==> src/hw/rtl/asfm_pkg.sv <==
// Shared types and constants of the adaptive symbol frequency model.
`timescale 1ns / 1ps
package asfm_pkg;

    localparam int COUNT_W  = 15;
    localparam int LIMIT_W  = 14;
    localparam int ANSWER_W = 32;

    localparam logic [LIMIT_W-1:0]  RESCALE_RESET   = 14'h1fff;
    localparam logic [ANSWER_W-1:0] EIGHT_BIT_TOTAL = 32'd256;

    localparam logic [2:0] OP_ADD  = 3'd0;
    localparam logic [2:0] OP_FREQ = 3'd1;
    localparam logic [2:0] OP_CUM  = 3'd2;
    localparam logic [2:0] OP_TOT  = 3'd3;
    localparam logic [2:0] OP_SYM  = 3'd4;

    // Decode of one request against the fixed formulas
    typedef struct packed {
        logic                dynamic;
        logic [ANSWER_W-1:0] answer;
        logic                ignored;
    } fixed_t;

endpackage

==> src/hw/rtl/asfm_fixed.sv <==
// Context classification and fixed-formula answers for the 8-bit and static contexts.
`timescale 1ns / 1ps
module asfm_fixed #(
    parameter int NUM_CONTEXTS = 16
) (
    input  logic [2:0]      opcode,
    input  logic [15:0]     context_id,
    input  logic [15:0]     symbol_value,
    input  logic [15:0]     frequency_value,
    output asfm_pkg::fixed_t fixed
);
    import asfm_pkg::*;

    // Dynamic contexts are 1 .. NUM_CONTEXTS-1
    always_comb
    begin
        fixed.dynamic = (context_id != 16'd0) &&
                        (32'(context_id) < 32'(NUM_CONTEXTS));
        fixed.answer  = '0;
        fixed.ignored = 1'b0;
        unique case (opcode)
            OP_ADD:  fixed.ignored = 1'b1;
            OP_FREQ: fixed.answer  = 32'd1;
            OP_CUM:  fixed.answer  = 32'(symbol_value) - 32'd1;
            OP_TOT:
            begin
                if (context_id == 16'd0)
                    fixed.answer = EIGHT_BIT_TOTAL;
                else
                    fixed.answer = 32'(context_id) - 32'(NUM_CONTEXTS);
            end
            OP_SYM:  fixed.answer  = 32'(frequency_value) + 32'd1;
            default: fixed.answer  = '0;
        endcase
    end

endmodule

==> config.mk <==
export PLATFORM = sky130hd
export DESIGN_NAME = asfm_fixed
export DESIGN_NICKNAME = d
export VERILOG_FILES = /design/src/hw/rtl/asfm_pkg.sv /design/src/hw/rtl/asfm_fixed.sv
export SDC_FILE = /design/constraint.sdc
export NUM_CORES = 1
export LEC_CHECK = 0
export BUFFER_PORTS_ARGS = -buffer_cell sky130_fd_sc_hd__buf_4
export CORE_UTILIZATION = 30
export DETAILED_ROUTE_END_ITERATION = 8
export MAX_ROUTING_LAYER = met4
export PLACE_DENSITY = 0.69
export SYNTH_ARGS = -nofsm -noshare
export SYNTH_HDL_FRONTEND = slang
export SYNTH_SLANG_ARGS = --single-unit
==> constraint.sdc <==
create_clock -name vclk -period 3.4
set_clock_uncertainty 0.2 [all_clocks]
set_input_delay 0.51 -clock vclk [all_inputs]
set_output_delay 0.51 -clock vclk [all_outputs]
set_load 0.03 [all_outputs]
==> results of run 1 <==
how the worst max path moves through the flow:
stage                               from         to  slack [ns]  depth (start not counted)
after floorplan            context_id[4]  fixed[17]        0.27                          7
after CTS                  context_id[4]  fixed[17]        0.21                          9
after global routing      context_id[11]  fixed[17]        0.09                          7
after global placement     context_id[4]  fixed[11]        0.25                          9
final                      context_id[4]  fixed[17]        0.21                          9
after detailed placement   context_id[4]  fixed[17]        0.21                          9
metrics by stage:
step | hold slack, ns | util [%] | power, W
after floorplan | 0.932 | - | 0.0000958
after global placement | 1.11 | 48.6 | 0.000208
after detailed placement | 1.11 | 48.6 | 0.000207
after CTS | 1.11 | 48.6 | 0.000208
after global routing | 1.11 | 48.6 | 0.000224
final | 1.11 | 48.6 | 0.000208
worst max-delay path: cells and delay by family:
| family | cells | cell delay, ns |
|---|---|---|
| AO/OA/AOI/OAI | 2 | 0.74 |
| AND/OR/NAND/NOR | 3 | 0.68 |
| buffers and inverters | 3 | 0.32 |
| adder cells (fa/ha/maj) | 1 | 0.24 |
cells by family (layout without fill, tap and decap cells):
logic type                 after synthesis  count (layout)  synth area share [%]
xor gates and xnor gates                38              38                  27.0
AOI/OAI and AO/OA                       28              28                  18.1
buffers and inverters                   22              93                  11.1
adders and majority gates                3               3                  3.05
and+or+nand+nor                         88              88                  40.0
muxes                                    1               1                 0.812
area by class of cell:
type	count	area, sq um
fillers	411	1950
repair buffers	88	661
multi-input cells	158	1110
inverters	5	18.8
well taps	48	60.1
routing by layer:
metal  vias up  wire length (um)
li1        792                 -
met5         -                 0
met3         6               269
met2        62              2000
met1       706              1870
met4         0                58
placed cells by master, fill, tap and decap left out, types with 2 or more instances in the layout:
master,count
nor4_4,2
nor4_1,9
xor2_1,21
a22oi_1,6
xnor2_1,17
nand3_1,11
and2_1,2
o22ai_1,2
nand4_1,4
nand2b_1,2
ha_1,3
nor3_1,7
o221ai_1,8
inv_1,5
o21ai_0,5
nand2_1,22
buf_4,88
nor2_1,18
power groups by stage:
| stage | registers, W | logic (W) | clock network, W |
|---|---|---|---|
| floorplan | 0 | 0.0000958 | 0 |
| global placement | 0 | 0.000208 | 0 |
| detailed placement | 0 | 0.000207 | 0 |
| CTS | 0 | 0.000208 | 0 |
| global route | 0 | 0.000224 | 0 |
| finish | 0 | 0.000208 | 0 |
==> impl_metrics.csv, run 1 <==
group,metric,value,unit
status,status,"finished clean",
run,cap_viol_max_count,0,
place,io_buffers,85,
timing,setup_viol,0,
grt,grt_util_all_layers,19.2,%
timing,hold_violations,0,
hold_path,hold_path_end,"fixed[33]",
cts,cts.hold.buffers_added,0,
drt,first_pass_iters,4,
yosys,synthDistinctLibCells,39,
place,dp_slack,0.212,ns
timing,worstMarginPinSlew,0.602,ns
layout,n_clock_buffer,0,
power_and_ir_drop,seqPwrFrac,0,%
hold_path,hold_class,"in2out",
drt,vias_per_cell,5.24,
power_and_ir_drop,p_int,0.0000947,W
yosys,syn-num-nets,234,
worst_setup_path,cp_max_fo,16,
layout,antennaDiodeCount,0,
yosys,synthesis.instances,180,
worst_setup_path,cp-start-kind,"primary input",
yosys,yosys_warnings,0,
layout,layout-drive-gt1-share,38.2,%
drt,drtIter0Drc,60,
drt,via_count,1566,
grt,top_usage_layer,"met2",
grt,grt_pass1_wl,6490,um
power_and_ir_drop,clock_power_share,0,%
layout,postLayoutCellArea,1850,sq um
place,place_congestion,0.859,
grt,gr-usage-met3,1.21,%
grt,grt_max_degree,17,
layout,finalNonFillerCells,299,
timing,fmax,313,MHz
cts,post-cts-setup-buffers,0,
power_and_ir_drop,pwr-share-comb,100.0,%
floorplanning,die_w,66.1,um
worst_setup_path,cp.arrival,2.48,ns
worst_setup_path,worstSetupPathType,"in2out",
yosys,synth.area.top_cells,"xor2_1, xnor2_1, buf_4",
yosys,yosysMostFrequentCell,"nand2_1",
worst_setup_path,slowest_stage,"o32ai_4",
yosys,syn_area,1230,sq um
yosys,ys_seq_area_share,0,%
grt,use_met2,32.4,%
grt,antenna_found_initial,0,
floorplanning,dieArea,4370,sq um
place,dp.cells,299,
power_and_ir_drop,vdd_drop_max,0.0573,mV
layout,nets,307,
place,place_hpwl,3670,um
worst_setup_path,crit_top_cell,"buf_4",
grt,overflow,0,
timing,slew_headroom,59.9,%
place,place_area,1850,sq um
timing,drv_slew,0,
layout,syn2layout_area_growth,49.8,%
power_and_ir_drop,leakage,0.784,nW
drt,drc,0,
yosys,synth_common_cells,"nand2_1, xor2_1, nor2_1",
drt,finalWirelength,4200,um
worst_setup_path,end_kind,"output pin",
hold_path,min_path_cells,3,
floorplanning,ioPinCount,85,
power_and_ir_drop,power.density,113,nW/um^2
yosys,synth_top_area_share,14.9,%
floorplanning,chipHeight,66.1,um
layout,seq_cells,0,
timing,finalWorstSetupSlack,0.207,ns
worst_setup_path,path_cells,"buf_4 > inv_1 > ha_1 > nand2b_4 > or4b_4 > or3b_1 > o32ai_4 > o21bai_1 > buf_4",
layout,ff_latch_area,0,sq um
power_and_ir_drop,netSwitchingFraction,54.5,%
yosys,synth_area_leader_cell,"xor2_1",
worst_setup_path,crit_required,2.69,ns
drt,final_antenna_net_count,0,
power_and_ir_drop,p_sw,0.000114,W
yosys,syn_area_per_cell,6.85,sq um
hold_path,hp-start,"context_id[5]",
timing,timing.final.crit_share,93.9,%
drt,routedWlPerCell,14.0,um
cts,cts-resized-gates,0,
timing,rsz0062_at_grt,"no",
floorplanning,num_rows,22,
grt,grt_pass1_vias,1472,
timing,final.setup.tns,0,ns
floorplanning,core_area,3800,sq um
grt,use_met1,25.2,%
worst_setup_path,slowest_delay,0.54,ns
floorplanning,start_util,32.4,%
timing,fin_crit,3.19,ns
Note: power is estimated with default switching activity, not from simulation.
==> inputs of run 2 (changes only) <==
--- a/config.mk
+++ b/config.mk
@@ -6,10 +6,11 @@
 export NUM_CORES = 1
 export LEC_CHECK = 0
 export BUFFER_PORTS_ARGS = -buffer_cell sky130_fd_sc_hd__buf_4
+export CORE_MARGIN = 2
 export CORE_UTILIZATION = 30
 export DETAILED_ROUTE_END_ITERATION = 8
 export MAX_ROUTING_LAYER = met4
-export PLACE_DENSITY = 0.69
+export PLACE_DENSITY = 0.65
 export SYNTH_ARGS = -nofsm -noshare
 export SYNTH_HDL_FRONTEND = slang
 export SYNTH_SLANG_ARGS = --single-unit
==> run 2 against run 1 <==
Non-clock buffer count down 1; combinational power is essentially flat; flip-flop and latch count is the same; highest routed layer unchanged; hold slack about the same; via count down 4.7%; maximum frequency fell by 0.21%; largest cell class unchanged.
==> impl_metrics.csv, run 2 (synthesis results as in run 1) <==
group,metric,value,unit
status,status,"finished clean",
timing,drv_slew,0,
worst_setup_path,crit_required,2.69,ns
layout,most-common-layout-cells,"buf_4, nand2_1, xor2_1, nor2_1, xnor2_1",
timing,slew_headroom,61.4,%
floorplanning,core_area,3970,sq um
timing,hold_violations,0,
cts,post-cts-setup-buffers,0,
place,io_buffers,85,
floorplanning,ioPinCount,85,
power_and_ir_drop,p_int,0.0000940,W
place,place_congestion,0.859,
timing,worstMarginPinSlew,0.578,ns
timing,fin_crit,3.20,ns
timing,timing.final.crit_share,94.1,%
grt,grt_pass1_vias,1442,
power_and_ir_drop,vdd_drop_max,0.0546,mV
drt,via_count,1492,
layout,fin_util,46.4,%
drt,vias_per_cell,4.97,
grt,overflow,0,
worst_setup_path,slowest_delay,0.54,ns
power_and_ir_drop,power.density,113,nW/um^2
floorplanning,die_w,68.1,um
layout,nets,306,
grt,grt_util_all_layers,17.8,%
worst_setup_path,crit_top_cell,"buf_4",
power_and_ir_drop,power.total,0.000208,W
drt,drc,0,
worst_setup_path,slowest_stage,"or4b_4",
cts,cts.hold.buffers_added,0,
drt,routedWlPerCell,13.8,um
hold_path,hold_class,"in2out",
layout,seq_cells,0,
cts,cts-resized-gates,0,
layout,fillers,418,
drt,first_pass_iters,4,
timing,setup_viol,0,
worst_setup_path,cp.arrival,2.49,ns
place,place_hpwl,3640,um
worst_setup_path,cp-start-kind,"primary input",
timing,rsz0062_at_grt,"no",
floorplanning,dieArea,4640,sq um
timing,final.setup.tns,0,ns
drt,final_antenna_net_count,0,
worst_setup_path,worstSetupPathType,"in2out",
layout,postLayoutCellArea,1840,sq um
timing,holdWs,1.11,ns
place,place_area,1840,sq um
grt,antenna_found_initial,0,
worst_setup_path,cp_max_fo,7,
power_and_ir_drop,leakage,0.779,nW
layout,final_common_cell,"buf_4",
layout,layout-drive-gt1-share,38.0,%
power_and_ir_drop,netSwitchingFraction,54.7,%
floorplanning,start_util,31.0,%
power_and_ir_drop,clock_power_share,0,%
drt,drtIter0Drc,55,
layout,multi_input_area,1110,sq um
layout,syn2layout_area_growth,49.4,%
timing,fmax,313,MHz
worst_setup_path,end_kind,"output pin",
floorplanning,num_rows,23,
grt,grt_pass1_wl,6400,um
worst_setup_path,path_cells,"buf_4 > inv_1 > ha_1 > nand2b_4 > or4b_4 > o31a_4 > a22oi_1 > o21ai_0 > buf_4",
run,cap_viol_max_count,0,
layout,ff_latch_area,0,sq um
floorplanning,chipHeight,68.1,um
power_and_ir_drop,seqPwrFrac,0,%
layout,n_clock_buffer,0,
layout,antennaDiodeCount,0,
power_and_ir_drop,p_sw,0.000114,W
drt,finalWirelength,4150,um
power_and_ir_drop,pwr-share-comb,100.0,%
grt,grt_max_degree,17,
-- run 2: worst max-delay path: cells and delay by family --
family / cells / cell delay (ns)
simple gates: 2 / 0.65
compound gates: 3 / 0.73
fa+ha+maj: 1 / 0.22
buf+inv: 3 / 0.37
-- run 2: per-layer routing --
| layer | part of all wire, % | up-vias | GRT usage, % |
|---|---|---|---|
| met2 | 48 | 51 | 30.2 |
| met1 | 46 | 648 | 24.3 |
| li1 | - | 789 | - |
| met4 | 1.1 | 0 | 2.50 |
| met3 | 4.8 | 4 | 0.164 |
| met5 | 0 | - | - |
-- run 2: final timing paths --
path / slack, ns / to / start / cells past startpoint
worst max-delay path: 0.20 / fixed[11] / context_id[4] / 9
worst min-delay path: 1.11 / fixed[33] / context_id[5] / 3
-- run 2: area by class of cell --
| class | count | area share, % |
|---|---|---|
| inverters | 5 | 1.02 |
| multi-input cells | 158 | 60.1 |
| well taps | 50 | 3.40 |
| repair buffers | 87 | 35.5 |
-- run 2: power by group through the flow --
stage	sequential (W)	clock, W	combinational (W)
finish	0	0	0.000208
global route	0	0	0.000223
CTS	0	0	0.000208
detailed placement	0	0	0.000207
global placement	0	0	0.000207
floorplan	0	0	0.0000958
-- run 2: through the flow --
stage	cells	setup WS, ns
floorplan	180	0.270
global placement	300	0.255
CTS	300	0.197
finish	300	0.201
global route	300	0.0580
detailed placement	300	0.212
